--- config.mk ---
export PLATFORM = sky130hd
export DESIGN_NAME = button_click_hold_stuck_detector_flat
export DESIGN_NICKNAME = d
export VERILOG_FILES = /design/src/hw/rtl/bchsd_pkg.sv /design/src/hw/rtl/bchsd_in_if.sv /design/src/hw/rtl/bchsd_out_if.sv /design/src/hw/rtl/button_click_hold_stuck_detector.sv /design/src/flat_wrapper.sv
export SDC_FILE = /design/constraint.sdc
export NUM_CORES = 1
export LEC_CHECK = 0
export ABC_AREA = 1
export ABC_CLOCK_PERIOD_IN_PS = 10950
export BUFFER_PORTS_ARGS = -buffer_cell sky130_fd_sc_hd__buf_2
export CAP_MARGIN = 20
export CELL_PAD_IN_SITES_DETAIL_PLACEMENT = 2
export CELL_PAD_IN_SITES_GLOBAL_PLACEMENT = 2
export CORE_MARGIN = 2
export CORE_UTILIZATION = 38
export CTS_CLUSTER_SIZE = 24
export DETAILED_ROUTE_END_ITERATION = 12
export PLACE_DENSITY_LB_ADDON = 0.1
export SLEW_MARGIN = 15
export SYNTH_ARGS = -nofsm -noshare
export SYNTH_HDL_FRONTEND = slang
export SYNTH_SLANG_ARGS = --single-unit
--- constraint.sdc ---
create_clock -name clk -period 10.95 [get_ports clk]
set_input_delay 2.19 -clock clk [delete_from_list [all_inputs] [get_ports clk]]
set_output_delay 2.19 -clock clk [all_outputs]
set_load 0.005 [all_outputs]
--- src/hw/rtl/bchsd_pkg.sv ---
// ----------------------------------------------------------------------------
// Button click/hold/stuck detector package
// Shared widths, codes and register reset values of the detector.
// ----------------------------------------------------------------------------
`timescale 1ns / 1ps
`default_nettype none

package bchsd_pkg;

  // Default width of timestamps and durations.
  localparam int unsigned TIME_WIDTH_DEF = 48;

  // Configuration port geometry.
  localparam int unsigned CFG_IDX_W  = 2;
  localparam int unsigned CFG_DATA_W = 24;

  // Register reset values.
  localparam logic [CFG_DATA_W-1:0] DEBOUNCE_RST = 24'd655;
  localparam logic [CFG_DATA_W-1:0] HOLD_RST     = 24'd32768;
  localparam logic [CFG_DATA_W-1:0] STUCK_RST    = 24'd327680;

  // Item kinds.
  localparam logic FUNC_LEVEL = 1'b0;
  localparam logic FUNC_TICK  = 1'b1;

  typedef enum logic [CFG_IDX_W-1:0] {
    CFG_DEBOUNCE = 2'd0,
    CFG_HOLD     = 2'd1,
    CFG_STUCK    = 2'd2,
    CFG_INVERT   = 2'd3
  } cfg_idx_t;

  typedef enum logic [1:0] {
    ST_RELEASED  = 2'd0,
    ST_PRESSED   = 2'd1,
    ST_UNPRESSED = 2'd2
  } st_t;

  typedef enum logic [2:0] {
    EV_NONE    = 3'd0,
    EV_RELEASE = 3'd1,
    EV_CLICK   = 3'd2,
    EV_HOLD    = 3'd3,
    EV_STUCK   = 3'd4
  } ev_t;

  typedef enum logic [1:0] {
    CLS_RELEASED = 2'd0,
    CLS_CLICK    = 2'd1,
    CLS_HOLD     = 2'd2,
    CLS_STUCK    = 2'd3
  } cls_t;

endpackage

`default_nettype wire

--- src/hw/rtl/bchsd_in_if.sv ---
// ----------------------------------------------------------------------------
// Detector input channel
// Valid/ready channel carrying one contact change or tick item.
// ----------------------------------------------------------------------------
`timescale 1ns / 1ps
`default_nettype none

interface bchsd_in_if #(
  parameter int unsigned TIME_WIDTH = bchsd_pkg::TIME_WIDTH_DEF
);
  logic                  valid;
  logic                  ready;
  logic                  func;
  logic                  contact_level;
  logic [TIME_WIDTH-1:0] now_time;

  modport source (output valid, output func, output contact_level, output now_time,
                  input ready);
  modport sink   (input valid, input func, input contact_level, input now_time,
                  output ready);
endinterface

`default_nettype wire

--- src/hw/rtl/bchsd_out_if.sv ---
// ----------------------------------------------------------------------------
// Detector result channel
// Valid/ready channel carrying one classification result item.
// ----------------------------------------------------------------------------
`timescale 1ns / 1ps
`default_nettype none

interface bchsd_out_if #(
  parameter int unsigned TIME_WIDTH = bchsd_pkg::TIME_WIDTH_DEF
);
  logic                  valid;
  logic                  ready;
  logic [2:0]            event_res;
  logic [TIME_WIDTH-1:0] event_duration;
  logic [1:0]            current_class;
  logic [TIME_WIDTH-1:0] held_duration;
  logic                  protocol_error;

  modport source (output valid, output event_res, output event_duration,
                  output current_class, output held_duration, output protocol_error,
                  input ready);
  modport sink   (input valid, input event_res, input event_duration,
                  input current_class, input held_duration, input protocol_error,
                  output ready);
endinterface

`default_nettype wire

--- src/hw/rtl/button_click_hold_stuck_detector.sv ---
// ----------------------------------------------------------------------------
// Button click/hold/stuck detector
// Classifies a push button from timestamped contact changes and time ticks.
//
// Usage:
// - in_ch takes one item per handshake: a contact level change (func 0) or a
//   plain tick (func 1), each with the current uptime in now_time.
// - out_ch returns exactly one result item per input item, in order.
// - cfg_we/cfg_index/cfg_data write the debounce, hold and stuck thresholds
//   and the level inversion; writes that break the threshold rules are
//   dropped. Write only while no item is in flight.
// - An accepted item passes through the input register and then moves to the
//   result register, which drives result valid.
//   Throughput is one item per cycle while the receiver does not stall; the
//   state update between the two registers is combinational, which sets that rate.
// - When the receiver stalls, the result register holds its item and the
//   input register can still take one more item; then in_ch.ready drops.
// - Synchronous reset empties both registers, returns the button to the
//   released state, disarms the deadline and restores default thresholds.
// ----------------------------------------------------------------------------
`timescale 1ns / 1ps
`default_nettype none

module button_click_hold_stuck_detector #(
  parameter int unsigned TIME_WIDTH = bchsd_pkg::TIME_WIDTH_DEF
) (
  input  wire logic                                clk,
  input  wire logic                                rst,
  input  wire logic                                cfg_we,
  input  wire logic [bchsd_pkg::CFG_IDX_W-1:0]     cfg_index,
  input  wire logic [bchsd_pkg::CFG_DATA_W-1:0]    cfg_data,
  bchsd_in_if.sink                                 in_ch,
  bchsd_out_if.source                              out_ch
);
  import bchsd_pkg::*;

  // Configuration registers.
  logic [CFG_DATA_W-1:0] debounce_ticks;
  logic [CFG_DATA_W-1:0] hold_ticks;
  logic [CFG_DATA_W-1:0] stuck_ticks;
  logic                  invert_level;

  // Input register.
  logic                  s1_valid;
  logic                  s1_func;
  logic                  s1_level;
  logic [TIME_WIDTH-1:0] s1_now;
  logic                  s1_go;

  // Button state.
  st_t                   main_state,     main_state_next;
  logic                  hold_flag,      hold_flag_next;
  logic                  stuck_flag,     stuck_flag_next;
  logic [TIME_WIDTH-1:0] press_time,     press_time_next;
  logic                  alarm_armed,    alarm_armed_next;
  logic [TIME_WIDTH-1:0] alarm_deadline, alarm_deadline_next;

  // Result register.
  logic                  out_valid;
  ev_t                   event_res,      event_res_next;
  logic [TIME_WIDTH-1:0] event_duration, event_duration_next;
  cls_t                  current_class,  current_class_next;
  logic [TIME_WIDTH-1:0] held_duration,  held_duration_next;
  logic                  protocol_error, protocol_error_next;

  // Shared decode of the item in the input register.
  logic                  pressed;
  logic [TIME_WIDTH-1:0] since_press;
  logic                  prom_hold;
  logic                  prom_stuck;
  logic                  alarm_fire;

  assign pressed     = s1_level ^ invert_level;
  assign since_press = s1_now - press_time;
  assign prom_hold   = !stuck_flag && !hold_flag && (TIME_WIDTH'(hold_ticks) <= since_press);
  assign prom_stuck  = !stuck_flag && hold_flag && (TIME_WIDTH'(stuck_ticks) <= since_press);
  assign alarm_fire  = (s1_func == FUNC_TICK) && alarm_armed && (s1_now >= alarm_deadline);

  // Handshakes: the input register moves on when the result register is free.
  assign s1_go       = s1_valid && (!out_valid || out_ch.ready);
  assign in_ch.ready = !s1_valid || s1_go;

  // Configuration writes, with the threshold ordering rules enforced.
  always_ff @(posedge clk) begin
    if (rst) begin
      debounce_ticks <= DEBOUNCE_RST;
      hold_ticks     <= HOLD_RST;
      stuck_ticks    <= STUCK_RST;
      invert_level   <= 1'b0;
    end else if (cfg_we) begin
      case (cfg_idx_t'(cfg_index))
        CFG_DEBOUNCE: begin
          if (cfg_data != '0) debounce_ticks <= cfg_data;
        end
        CFG_HOLD: begin
          if (cfg_data != '0 && cfg_data <= stuck_ticks) hold_ticks <= cfg_data;
        end
        CFG_STUCK: begin
          if (cfg_data != '0 && cfg_data >= hold_ticks) stuck_ticks <= cfg_data;
        end
        CFG_INVERT: begin
          invert_level <= cfg_data[0];
        end
        default: begin
        end
      endcase
    end
  end

  // Input register.
  always_ff @(posedge clk) begin
    if (rst) begin
      s1_valid <= 1'b0;
    end else if (in_ch.valid && in_ch.ready) begin
      s1_valid <= 1'b1;
    end else if (s1_go) begin
      s1_valid <= 1'b0;
    end
  end

  always_ff @(posedge clk) begin
    if (in_ch.valid && in_ch.ready) begin
      s1_func  <= in_ch.func;
      s1_level <= in_ch.contact_level;
      s1_now   <= in_ch.now_time;
    end
  end

  // Next button state and alarm deadline.
  always_comb begin
    logic [CFG_DATA_W-1:0] rearm_ticks;
    rearm_ticks         = hold_ticks;
    main_state_next     = main_state;
    hold_flag_next      = hold_flag;
    stuck_flag_next     = stuck_flag;
    press_time_next     = press_time;
    alarm_armed_next    = alarm_armed;
    alarm_deadline_next = alarm_deadline;
    if (s1_func == FUNC_LEVEL) begin
      alarm_armed_next = 1'b0;
      case (main_state)
        ST_PRESSED: begin
          // Release (or a contradicting press treated as one): start debounce.
          main_state_next     = ST_UNPRESSED;
          alarm_armed_next    = 1'b1;
          alarm_deadline_next = s1_now + TIME_WIDTH'(debounce_ticks);
        end
        ST_UNPRESSED: begin
          // Bounce back to pressed, promoting by the time held so far.
          main_state_next = ST_PRESSED;
          if (prom_hold)  hold_flag_next  = 1'b1;
          if (prom_stuck) stuck_flag_next = 1'b1;
        end
        default: begin
          // Fresh press from released.
          if (pressed) begin
            main_state_next = ST_PRESSED;
            hold_flag_next  = 1'b0;
            stuck_flag_next = 1'b0;
            press_time_next = s1_now;
          end
        end
      endcase
      // While held below the stuck class, wait for the next threshold.
      rearm_ticks = hold_flag_next ? stuck_ticks : hold_ticks;
      if (main_state_next == ST_PRESSED && !stuck_flag_next) begin
        alarm_armed_next    = 1'b1;
        alarm_deadline_next = press_time_next + TIME_WIDTH'(rearm_ticks);
      end
    end else if (alarm_fire) begin
      alarm_armed_next = 1'b0;
      case (main_state)
        ST_UNPRESSED: begin
          main_state_next = ST_RELEASED;
          hold_flag_next  = 1'b0;
          stuck_flag_next = 1'b0;
        end
        ST_PRESSED: begin
          if (hold_flag) begin
            stuck_flag_next = 1'b1;
          end else begin
            hold_flag_next      = 1'b1;
            alarm_armed_next    = 1'b1;
            alarm_deadline_next = press_time + TIME_WIDTH'(stuck_ticks);
          end
        end
        default: begin
        end
      endcase
    end
  end

  // Result fields for the item in the input register.
  always_comb begin
    event_res_next      = EV_NONE;
    event_duration_next = '0;
    protocol_error_next = 1'b0;
    if (s1_func == FUNC_LEVEL) begin
      case (main_state)
        ST_PRESSED: begin
          protocol_error_next = pressed;
        end
        ST_UNPRESSED: begin
          protocol_error_next = !pressed;
          if (prom_hold) begin
            event_res_next      = EV_HOLD;
            event_duration_next = since_press;
          end else if (prom_stuck) begin
            event_res_next      = EV_STUCK;
            event_duration_next = since_press;
          end
        end
        default: begin
          protocol_error_next = !pressed;
          if (pressed) event_res_next = EV_CLICK;
        end
      endcase
    end else if (alarm_fire) begin
      case (main_state)
        ST_UNPRESSED: begin
          event_res_next      = EV_RELEASE;
          event_duration_next = since_press;
        end
        ST_PRESSED: begin
          event_res_next      = hold_flag ? EV_STUCK : EV_HOLD;
          event_duration_next = since_press;
        end
        default: begin
        end
      endcase
    end

    // Class after this item.
    if (stuck_flag_next) begin
      current_class_next = CLS_STUCK;
    end else if (hold_flag_next) begin
      current_class_next = CLS_HOLD;
    end else if (main_state_next == ST_PRESSED || main_state_next == ST_UNPRESSED) begin
      current_class_next = CLS_CLICK;
    end else begin
      current_class_next = CLS_RELEASED;
    end
    held_duration_next = (current_class_next == CLS_RELEASED) ? '0 :
                         (s1_now - press_time_next);
  end

  // Button state registers, updated as an item leaves the input register.
  always_ff @(posedge clk) begin
    if (rst) begin
      main_state     <= ST_RELEASED;
      hold_flag      <= 1'b0;
      stuck_flag     <= 1'b0;
      press_time     <= '0;
      alarm_armed    <= 1'b0;
      alarm_deadline <= '0;
    end else if (s1_go) begin
      main_state     <= main_state_next;
      hold_flag      <= hold_flag_next;
      stuck_flag     <= stuck_flag_next;
      press_time     <= press_time_next;
      alarm_armed    <= alarm_armed_next;
      alarm_deadline <= alarm_deadline_next;
    end
  end

  // Result register.
  always_ff @(posedge clk) begin
    if (rst) begin
      out_valid <= 1'b0;
    end else if (s1_go) begin
      out_valid <= 1'b1;
    end else if (out_ch.ready) begin
      out_valid <= 1'b0;
    end
  end

  always_ff @(posedge clk) begin
    if (s1_go) begin
      event_res      <= event_res_next;
      event_duration <= event_duration_next;
      current_class  <= current_class_next;
      held_duration  <= held_duration_next;
      protocol_error <= protocol_error_next;
    end
  end

  assign out_ch.valid          = out_valid;
  assign out_ch.event_res      = event_res;
  assign out_ch.event_duration = event_duration;
  assign out_ch.current_class  = current_class;
  assign out_ch.held_duration  = held_duration;
  assign out_ch.protocol_error = protocol_error;

endmodule

`default_nettype wire

--- src/flat_wrapper.sv ---
// flat-port wrapper written by rule: the top's interface ports become plain ports
module button_click_hold_stuck_detector_flat import bchsd_pkg::*;
#(
  parameter int unsigned TIME_WIDTH = bchsd_pkg::TIME_WIDTH_DEF
)
  (clk, rst, cfg_we, cfg_index, cfg_data, in_ch_valid, in_ch_func, in_ch_contact_level, in_ch_now_time, in_ch_ready, out_ch_valid, out_ch_event_res, out_ch_event_duration, out_ch_current_class, out_ch_held_duration, out_ch_protocol_error, out_ch_ready);
  bchsd_in_if #(.TIME_WIDTH(TIME_WIDTH)) in_ch_i ();
  bchsd_out_if #(.TIME_WIDTH(TIME_WIDTH)) out_ch_i ();
  input  wire logic clk;
  input  wire logic rst;
  input  wire logic cfg_we;
  input  wire logic [bchsd_pkg::CFG_IDX_W-1:0] cfg_index;
  input  wire logic [bchsd_pkg::CFG_DATA_W-1:0] cfg_data;
  input wire logic [$bits(in_ch_i.valid)-1:0] in_ch_valid;
  input wire logic [$bits(in_ch_i.func)-1:0] in_ch_func;
  input wire logic [$bits(in_ch_i.contact_level)-1:0] in_ch_contact_level;
  input wire logic [$bits(in_ch_i.now_time)-1:0] in_ch_now_time;
  output wire logic [$bits(in_ch_i.ready)-1:0] in_ch_ready;
  output wire logic [$bits(out_ch_i.valid)-1:0] out_ch_valid;
  output wire logic [$bits(out_ch_i.event_res)-1:0] out_ch_event_res;
  output wire logic [$bits(out_ch_i.event_duration)-1:0] out_ch_event_duration;
  output wire logic [$bits(out_ch_i.current_class)-1:0] out_ch_current_class;
  output wire logic [$bits(out_ch_i.held_duration)-1:0] out_ch_held_duration;
  output wire logic [$bits(out_ch_i.protocol_error)-1:0] out_ch_protocol_error;
  input wire logic [$bits(out_ch_i.ready)-1:0] out_ch_ready;
  assign in_ch_i.valid = in_ch_valid;
  assign in_ch_i.func = in_ch_func;
  assign in_ch_i.contact_level = in_ch_contact_level;
  assign in_ch_i.now_time = in_ch_now_time;
  assign in_ch_ready = in_ch_i.ready;
  assign out_ch_valid = out_ch_i.valid;
  assign out_ch_event_res = out_ch_i.event_res;
  assign out_ch_event_duration = out_ch_i.event_duration;
  assign out_ch_current_class = out_ch_i.current_class;
  assign out_ch_held_duration = out_ch_i.held_duration;
  assign out_ch_protocol_error = out_ch_i.protocol_error;
  assign out_ch_i.ready = out_ch_ready;
  button_click_hold_stuck_detector #(.TIME_WIDTH(TIME_WIDTH)) u_core (.clk(clk), .rst(rst), .cfg_we(cfg_we), .cfg_index(cfg_index), .cfg_data(cfg_data), .in_ch(in_ch_i), .out_ch(out_ch_i));
endmodule
Yosys cells after proc, flatten, opt, wreduce, memory -nomap -nowiden
Index checks and enable logic that the tools add are counted.
{"block": "word_totals", "elab_cells": 135, "out_inout_bits": 104, "reg_bits": 328}
{"block": "classes", "reduce_logical": 33, "magnitude_cmp": 5, "muxes": 60, "eq_ne": 11, "addsub": 5, "bitwise_logic": 1}
{"op": "48-bit two-way mux", "count": 16}
{"op": "48-bit by 24-bit adder with 48-bit output", "count": 3}
{"op": "24-bit by 48-bit less-or-equal comparator with 1-bit output", "count": 2}
{"op": "48-bit subtractor", "count": 2}
{"op": "48-bit greater-or-equal comparator", "count": 1}
{"op": "24-bit greater-or-equal comparator", "count": 1}
{"op": "24-bit less-or-equal comparator", "count": 1}
{"op": "24-bit two-way mux", "count": 1}
{"op": "24-bit nonzero test", "count": 1}
{"op": "1-bit two-way mux", "count": 23}
{"op": "2-bit two-way mux", "count": 8}
{"op": "3-bit two-way mux", "count": 5}
{"op": "3-bit one-hot mux with 2 select lines", "count": 2}
{"op": "1-bit logical AND", "count": 11}
{"op": "3-bit AND reduction", "count": 3}
{"op": "2-bit by 1-bit equality test with 1-bit output, second input constant", "count": 4}
{"op": "2-bit equality test, second input constant", "count": 4}
{"op": "1-bit one-hot mux with 2 select lines", "count": 4}
{"op": "1-bit logical NOT", "count": 6}
{"op": "2-bit inequality test, second input constant", "count": 3}
{"op": "2-bit nonzero test", "count": 3}
{"op": "5-bit AND reduction", "count": 1}
{"op": "2-bit logical NOT", "count": 2}
{"op": "2-bit one-hot mux with 2 select lines", "count": 1}
{"op": "other kinds (4)", "count": 7}

Logic depth before layout (Yosys ltp)
Gate-level depths: netlist of the first run.
{"block": "depth", "word_depth": 11, "depth_mapped": 53, "mapped_depth_nobuf": 52}

Least setup slack after synthesis of the first run
No wires, ideal clock.
{"block": "synth_path", "kind": "flip-flop to flip-flop", "startpoint": "register u_core.s1_now[0]", "endpoint": "register u_core.alarm_deadline[44]", "n_path_buf": 2, "setup_ns": 0.109, "arrival_time_ns": 6.125, "required_time_ns": 10.841, "path_slack_ns": 4.716, "stages_incl_launch_ff": 54, "path_cell_list": "edfxtp_1 inv_1 ha_1 inv_1 fa_1 nand3_1 nand3_1 nand2_1 nand2_2 nand2_1 nand2_1 xnor2_1 ha_1 nand2_1 nor2_1 a21oi_1 nand2_1 nand2_1 [... 18 more ...] fa_1 inv_1 nand3_1 nand2_1 a21boi_0 o21ai_0 nand2_1 o211ai_1 nand3_1 nor2_1 nand2_1 nor2_1 xor2_1 nand4_1 nand3_1 nand3_1 nand2_1 inv_1"}
{"block": "synth_via", "elab_chain_len": 10}
{"item": "start, declared", "line_no": "button_click_hold_stuck_detector.sv:47", "rtl": "logic [TIME_WIDTH-1:0] s1_now;"}
{"item": "start signal, assigned", "line_no": "button_click_hold_stuck_detector.sv:125", "rtl": "s1_now <= in_ch.now_time;"}
{"item": "48-bit subtractor", "line_no": "button_click_hold_stuck_detector.sv:74", "rtl": "assign since_press = s1_now - press_time;"}
{"item": "24-bit by 48-bit less-or-equal comparator with 1-bit output (on tied branches)", "line_no": "button_click_hold_stuck_detector.sv:75, button_click_hold_stuck_detector.sv:76"}
{"item": "1-bit logical AND (on tied branches)", "line_no": "button_click_hold_stuck_detector.sv:75, button_click_hold_stuck_detector.sv:76"}
{"item": "1-bit two-way mux (on tied branches)", "line_no": "button_click_hold_stuck_detector.sv:151, button_click_hold_stuck_detector.sv:152"}
{"item": "1-bit one-hot mux with 2 select lines", "line_no": "button_click_hold_stuck_detector.sv:141", "rtl": "case (main_state)"}
{"item": "1-bit two-way mux", "line_no": "button_click_hold_stuck_detector.sv:139", "rtl": "if (s1_func == FUNC_LEVEL) begin"}
{"item": "24-bit two-way mux or 1-bit logical NOT (tied branches)", "line_no": "button_click_hold_stuck_detector.sv:165, button_click_hold_stuck_detector.sv:166"}
{"item": "48-bit by 24-bit adder with 48-bit output or 1-bit logical AND (tied branches)", "line_no": "button_click_hold_stuck_detector.sv:168, button_click_hold_stuck_detector.sv:166"}
{"item": "48-bit two-way mux or 2-bit nonzero test (tied branches)"}
{"item": "48-bit two-way mux or 5-bit AND reduction (tied branches)"}
{"item": "end signal, assigned", "line_no": "button_click_hold_stuck_detector.sv:262", "rtl": "alarm_deadline <= alarm_deadline_next;"}
{"item": "end, declared", "line_no": "button_click_hold_stuck_detector.sv:56", "rtl": "logic [TIME_WIDTH-1:0] alarm_deadline, alarm_deadline_next;"}
Several ways; a longest one is shown, not always the timed one. The select of a mux whose other input is x is not followed.
A chain may end at the register's enable or synchronous reset.

Worst setup path in the final report of the first run
{"block": "layout_path", "startpoint": "register u_core.s1_now[21]", "endpoint": "register u_core.alarm_deadline[44]"}
Same word-level chain as after synthesis.

==> summary.md, run 1 <==
| Metric | Value |
|---|---|
| Die X | `roughly 280 um` |
| Setup bufs post-CTS | `0` |
| Critical Path Most Common Cell | `nand2_1` |
| Starting Density | `38.5%` |
| TritonCTS buffer count | `43` |
| Max Cap Viol | `0` |
| Vias/cell | `5.68` |
| Reg2Reg Depth | `43` |
| Core Region | `77,600 um^2` |
| Startpoint types | `flip-flop` |
| Clock latency on the worst-skew pair | `between 600 and 700 ps` |
| DRC | `0` |
| RSZ-0062 raised after global routing | `false` |
| Avg Cell Area, Syn | `approximately 6.5 um^2` |
| Sw Pwr | `0.00196 W` |
| Post-route antenna net violation count | `0` |
| Net Count, Synth | `roughly 5,000` |
| CTS Buffer Depth | `3` |
| Seq cells post-synth | `around 330` |
| Final hold vios | `0` |
| Drt pass-1 iters | `5` |
| HP Class | `reg -> reg` |
| Number of nets in the layout | `about 5,100` |
| Logic pwr share | `roughly 37%` |
| Hold buffers post-CTS | `0` |
| Fin crit share | `slightly below 80%` |
| LEAKAGE | `roughly 16 nW` |
| Switching Share | `42.2%` |
| Final WL | `151 mm` |
| WL per Instance | `26.0 um` |
| Resize count post-CTS | `0` |
| Pwr dens | `about 140 nW/um^2` |
| Share of power burned in the clock network | `a little under a third` |
| R2R Path Start | `u_core.s1_now[21]` |
| DIE AREA | `80,900 um^2` |
| Slew @ Worst Pin | `1020 ps` |
| Pin count of the biggest net entering global routing | `90` |
| R2R setup slack | `between 2000 and 2500 ps` |
| Final-layout fill cell count | `just under 10,000` |
| I/O pins | `about 190` |
| Worst hold start | `u_core.debounce_ticks[5]` |
| Design Power | `0.00464 W` |
| Max Freq | `~0.11 GHz` |
| Count of final setup violators | `0` |
| Status | `complete, no violations` |
| Slew Viols, Final | `0` |
| First-pass GRT wire length | `between 200 and 250 mm` |
| Sum Neg Setup Slack | `0 ps` |
| Cell taking the most area after synthesis | `edfxtp_1` |
| Reg clk slew, reported paths | `roughly 70 ps` |
| Final HPWL DP | `121 mm` |
| Worst Skew | `30.7 ps` |
| FFs w/ async S/R, synth | `0%` |
| Top cell type's share of synthesized area | `approximately 15%` |
| Sequential power share | `between 30% and 40%` |
| Hold Crit Depth | `2` |
| Sequential share of the synthesized area | `between 20 and 30%` |
| Placer Congestion | `between 0.9 and 1` |
| Synthesis warning total | `0` |
| Worst EP arrival | `between 9000 and 10,000 ps` |
| Critical-path top delay cell | `xnor2_1` |
| Critical Path Source | `u_core.s1_now[21]` |
| Int Pwr | `0.00268 W` |
| Minimum clock period after layout | `8700 ps` |
| PortBufs | `approximately 180` |
| Peak supply drop | `0.000110 V` |
| Max incr delay on CP | `roughly 650 ps` |
| Initial antenna violation count | `2` |
| Row count | `a little over 100` |
| Share of post-route cells with drive strength above 1 | `around 6.4%` |
| Initial DRC count | `2,012` |
| Synth area leaders | `edfxtp_1 15%, nand2_1 15%, ha_1 13%` |
| CTS tree | `built` |
| Critical R2R Capture | `u_core.alarm_deadline[44]` |
| Grt total ovfl | `0` |
| Top FF cell, synth | `dfxtp_1` |
| Clock Sinks | `between 300 and 400` |
| Total track usage | `a little over a third` |
| Slew HR | `a little under a third` |
| Number of flops mapped to enable cells by yosys | `between 150 and 200` |
| Distinct cells, synth | `56` |
| Root Driver | `clkbuf_16` |
| Number of global-route vias before repair | `~35,000` |
| CP Capture Type | `flip-flop` |
| Netlist Area Pre-Place | `around 30,000 um^2` |
| Vias | `approximately 33,000` |
| Area Overhead vs Synth | `11.1%` |
| Syn Inst Count | `about 4,600` |
| Hold worst-path end | `u_core.debounce_ticks[5]` |
| DP Cell Count | `around 5,700` |
| Fin cells | `between 5,000 and 6,000` |
| CP Data Required Time | `between 10,000 and 15,000 ps` |
| Worst-path maximum fanout | `48` |
| Die H | `between 200 and 300 um` |
| Crit path kind | `reg -> reg` |
| # H-tree levels | `2` |
synthesized netlist by cell type (all sizes together), types with 8 or more instances:
cell,instances
nand2,1207
inv,715
nor2,515
a21oi,391
o21ai,382
ha,311
dfxtp,176
nand3,154
edfxtp,152
xor2,101
clkbuf,75
nand4,68
xnor2,63
nor3,55
buf,39
o21a,25
nor4,22
nand3b,19
o21bai,16
a31oi,15
a21boi,10
a21o,10
o211ai,10
a211oi,8
layout make-up:
cell class                 instances  area (um^2)  area share, %
sequential                       328         8090           24.4
inverter                         717         2700           8.12
timing repair buffer             211         1120           3.39
multi-input combinational       3427        18600           56.1
clock inverter                    22          173          0.520
clock buffer                      58         1190           3.60
tap                             1040         1300           3.92
antenna                            1         2.50        0.00754
registers in the layout, summed over array words and instances, names as in the netlist:
name / count
u_core.hold_flag: 1
u_core.out_ch.event_res: 3
u_core.stuck_flag: 1
u_core.debounce_ticks: 24
u_core.main_state: 2
u_core.stuck_ticks: 24
u_core.out_ch.current_class: 2
u_core.s1_func: 1
u_core.press_time: 48
u_core.out_ch.held_duration: 48
u_core.hold_ticks: 24
u_core.s1_now: 48
u_core.alarm_deadline: 48
u_core.s1_valid: 1
u_core.s1_level: 1
u_core.invert_level: 1
u_core.out_ch.event_duration: 48
u_core.alarm_armed: 1
u_core.out_ch.valid: 1
u_core.out_ch.protocol_error: 1
layer usage:
layer  up-vias  wire length [um]  track usage (%)
li1      15200                 -                -
met1     16500             63400             45.1
met2       937             71900             63.0
met3       347              6560             3.48
met4         0              9020             19.1
met5         -                 0                0
cells in the final DEF, fill, tap and decap left out, drive strengths merged, types with 8 or more instances in the layout:
cell type and instances:
nand2 1207, inv 717, nor2 515, a21oi 391
o21ai 382, ha 311, buf 210, dfxtp 176
nand3 154, edfxtp 152, xor2 101, nand4 68
xnor2 63, clkbuf 59, nor3 55, o21a 25
nor4 22, nand3b 19, clkinv 19, o21bai 16
a31oi 15, o211ai 10, a21o 10, a21boi 10
a211oi 8
cell families after synthesis:
group                      Yosys count  share of synthesized area, %
buffers and inverters              831                          10.8
DFF                                328                          27.1
AOI/OAI and AO/OA                  888                          15.9
xor gates and xnor gates           164                          4.81
adders and majority gates          316                          13.4
and+or+nand+nor                   2059                          28.1
worst max-delay path: cells and delay by family (launching register included):
family                     cells  cell delay (ps)
and+or+nand+nor               26             3710
adders and majority gates      4             1390
DFF                            1              590
xor gates and xnor gates       2              800
AOI/OAI and AO/OA              6             1540
buffers and inverters          5              510
power groups by stage:
stage	combinational, W	clock [W]	sequential [W]
2_1_floorplan	0.00105	0	0.00145
3_3_place_gp	0.00160	0	0.00149
3_5_place_dp	0.00168	0	0.00149
4_1_cts	0.00170	0.00146	0.00147
5_1_grt	0.00189	0.00150	0.00147
6_report	0.00173	0.00144	0.00147
how the worst max path moves through the flow:
stage	endpoint	cells after the start
after detailed placement	u_core.alarm_deadline[44]	45
final	u_core.alarm_deadline[44]	43
after CTS	u_core.alarm_deadline[44]	43
after global placement	u_core.alarm_deadline[44]	43
after global routing	u_core.alarm_deadline[44]	53
after floorplan	u_core.alarm_deadline[44]	53
per-stage QoR:
stage	setup slack, ps	utilization (%)	hold slack, ps	area [um^2]
2_1_floorplan	4720	-	432	29900
3_3_place_gp	2820	41.0	469	31800
3_5_place_dp	2570	41.0	475	31800
4_1_cts	2480	42.8	503	33200
5_1_grt	1770	42.8	528	33200
6_report	2250	42.8	499	33200
Power figures use the tool's default switching activity.
==> run 2: changes to the inputs <==
--- a/config.mk
+++ b/config.mk
@@ -6,13 +6,13 @@
 export NUM_CORES = 1
 export LEC_CHECK = 0
 export ABC_AREA = 1
-export ABC_CLOCK_PERIOD_IN_PS = 10950
+export ABC_CLOCK_PERIOD_IN_PS = 7400
 export BUFFER_PORTS_ARGS = -buffer_cell sky130_fd_sc_hd__buf_2
 export CAP_MARGIN = 20
 export CELL_PAD_IN_SITES_DETAIL_PLACEMENT = 2
 export CELL_PAD_IN_SITES_GLOBAL_PLACEMENT = 2
 export CORE_MARGIN = 2
-export CORE_UTILIZATION = 38
+export CORE_UTILIZATION = 32
 export CTS_CLUSTER_SIZE = 24
 export DETAILED_ROUTE_END_ITERATION = 12
 export PLACE_DENSITY_LB_ADDON = 0.1
==> constraint.sdc (replaced) <==
create_clock -name clk -period 7.4 [get_ports clk]
set_input_delay 1.48 -clock clk [delete_from_list [all_inputs] [get_ports clk]]
set_output_delay 1.48 -clock clk [all_outputs]
set_load 0.005 [all_outputs]
==> summary.md, run 2 (synthesized netlist as in run 1, its figures left out) <==
| Metric | Value |
|---|---|
| Critical-path top delay cell | `edfxtp_1` |
| Leading cell type in the layout, fill and taps excluded | `nand2_1` |
| Number of nets in the layout | `5,342 (+4.2%)` |
| Critical Path Most Common Cell | `nand2_1` |
| Worst EP arrival | `7590 ps (-1610 ps)` |
| GR met1 Demand/Resource | `38.9% (-6.2 points)` |
| Seq. cell area | `8090 um^2 (about the same)` |
| Pre-CTS setup slack | `-737 ps (-3310 ps)` |
| Pwr dens | `202 nW/um^2 (+45%)` |
| Max incr delay on CP | `560 ps (-90 ps)` |
| Fin crit share | `95.4% (+16 points)` |
| DIE AREA | `95,800 um^2 (+18%)` |
| Starting Density | `32.2% (-6.3 points)` |
| Initial antenna violation count | `2 (unchanged)` |
| Drt pass-1 iters | `5 (unchanged)` |
| HP Class | `reg -> reg` |
| Clock Sinks | `328 (unchanged)` |
| Multi-input logic area | `19,300 um^2 (+3.6%)` |
| Worst-path maximum fanout | `17 (-65%)` |
| Slew HR | `27.2% (-3.9 points)` |
| Slew @ Worst Pin | `1090 ps (+68.7 ps)` |
| Clock latency on the worst-skew pair | `650 ps (+20 ps)` |
| Number of global-route vias before repair | `34,600 (-2.1%)` |
| Die X | `310 um (+8.8%)` |
| Area Overhead vs Synth | `20.1%` |
| Final WL | `159 mm (+5.2%)` |
| Startpoint types | `flip-flop` |
| CTS tree | `built` |
| Root Driver | `clkbuf_16` |
| Minimum clock period after layout | `7060 ps (-1630 ps)` |
| Most Used Layer, Global Route | `met2` |
| GR met3 Demand/Resource | `2.92% (-0.57 points)` |
| Post-route antenna net violation count | `0 (unchanged)` |
| Die H | `310 um (+8.8%)` |
| Placer Congestion | `0.986 (+0.29%)` |
| CTS Buffer Depth | `3 (unchanged)` |
| Slew Viols, Final | `0 (unchanged)` |
| Vias | `33,200 (+0.62%)` |
| Max Cap Viol | `0 (unchanged)` |
| DRC | `0 (unchanged)` |
| Count of final setup violators | `0 (unchanged)` |
| Max Freq | `0.142 GHz (+23%)` |
| Hold buffers post-CTS | `0 (unchanged)` |
| Core Region | `92,900 um^2 (+20%)` |
| Worst Skew | `29.4 ps (-1.32 ps)` |
| Met2 Use GR | `57.8% (-5.2 points)` |
| Final hold vios | `0 (unchanged)` |
| I/O pins | `185 (unchanged)` |
| Total track usage | `32.4% (-4.1 points)` |
| PortBufs | `184 (unchanged)` |
| Grt total ovfl | `0 (unchanged)` |
| TritonCTS buffer count | `45 (+4.7%)` |
| Final worst slack | `337 ps (-1920 ps)` |
| WL per Instance | `25.5 um (-2.1%)` |
| CP Data Required Time | `7920 ps (-3530 ps)` |
| Final-layout fill cell count | `11,400 (+18%)` |
| Fin cells | `6,234 (+7.4%)` |
| Vias/cell | `5.32 (-6.3%)` |
| DP Cell Count | `6,124 (+7.0%)` |
| Share of post-route cells with drive strength above 1 | `12.9% (+6.4 points)` |
| Most frequent cells in the layout | `1,176 x nand2_1, 703 x inv_1, 491 x nor2_1` |
| Reg clk slew, reported paths | `70 ps (about the same)` |
| Status | `complete, no violations` |
| Final HPWL DP | `129 mm (+6.8%)` |
| Initial DRC count | `1,779 (-12%)` |
| Pin count of the biggest net entering global routing | `85 (-5.6%)` |
| LEAKAGE | `17.3 nW (+7.7%)` |
| Crit path kind | `reg -> reg` |
| # H-tree levels | `2 (unchanged)` |
| Row count | `112 (+9.8%)` |
| Sum Neg Setup Slack | `0 ps (unchanged)` |
| Peak supply drop | `0.000156 V (+42%)` |
| CP Capture Type | `flip-flop` |
| First-pass GRT wire length | `227 mm (+1.6%)` |
[run 2: cell count changes in the layout (fill, tap and decap cells not counted), sizes merged]
| cell | before | now |
|---|---|---|
| clkinv | 19 | 14 |
| clkbuf | 59 | 60 |
| inv | 717 | 718 |
| bufinv | 1 | 3 |
| clkinvlp | 2 | 3 |
| buf | 210 | 426 |
[run 2: path summary, 6_finish.rpt]
check / startpoint / slack (ps) / endpoint / cells past startpoint
worst max-delay path: u_core.s1_now[19] / 340 / u_core.alarm_deadline[41] / 41
worst min-delay path: u_core.invert_level / 470 / u_core.invert_level / 2
worst max register to register: u_core.s1_now[19] / 340 / u_core.alarm_deadline[41] / 41
worst min register to register: u_core.invert_level / 470 / u_core.invert_level / 2
[run 2: worst max-delay path, delay by kind of cell (launching register included)]
kind,cells,cell delay (ps)
and+or+nand+nor,20,2220
AOI/OAI and AO/OA,7,1530
buffers and inverters,9,1310
DFF,1,560
xor gates and xnor gates,2,300
adders and majority gates,3,980
[run 2: final cells by class]
cell class	instances	share of cell area (%)
clock buffers	60	3.49
diodes	1	0.00698
flip-flops and latches	328	22.6
repair buffers	426	7.76
clock inverters	21	0.572
well taps	1254	4.37
inverters	717	7.52
multi-input cells	3427	53.7
[run 2: layer usage]
metal	wire [um]	up-vias
li1	-	15700
met5	0	-
met3	6070	254
met4	8920	0
met2	78300	731
met1	65500	16500
[run 2: through the flow]
| stage | utilization, % | hold slack, ps | total power (W) | area [um^2] |
|---|---|---|---|---|
| 6_report | 38.6 | 471 | 0.00726 | 35900 |
| 2_1_floorplan | - | 432 | 0.00370 | 29900 |
| 3_3_place_gp | 36.1 | 444 | 0.00481 | 33500 |
| 5_1_grt | 38.6 | 512 | 0.00765 | 35900 |
| 3_5_place_dp | 36.1 | 460 | 0.00489 | 33500 |
| 4_1_cts | 37.9 | 469 | 0.00720 | 35200 |
[run 2: power breakdown]
part           switching, W  leakage, nW  total (W)  internal [W]
Sequential         0.000105         2.91    0.00214       0.00204
Combinational       0.00190         13.6    0.00285      0.000951
Clock              0.000967        0.715    0.00226       0.00130
Total               0.00297         17.3    0.00726       0.00429
[run 2: what timing repair did]
action | CTS | global route
setup buffers | 6 | 22
resized for setup | 29 | 142
pin swaps | 4 | 40
endpoints found under the hold margin | 0 | 0
endpoints found under the setup margin | 32 | 33
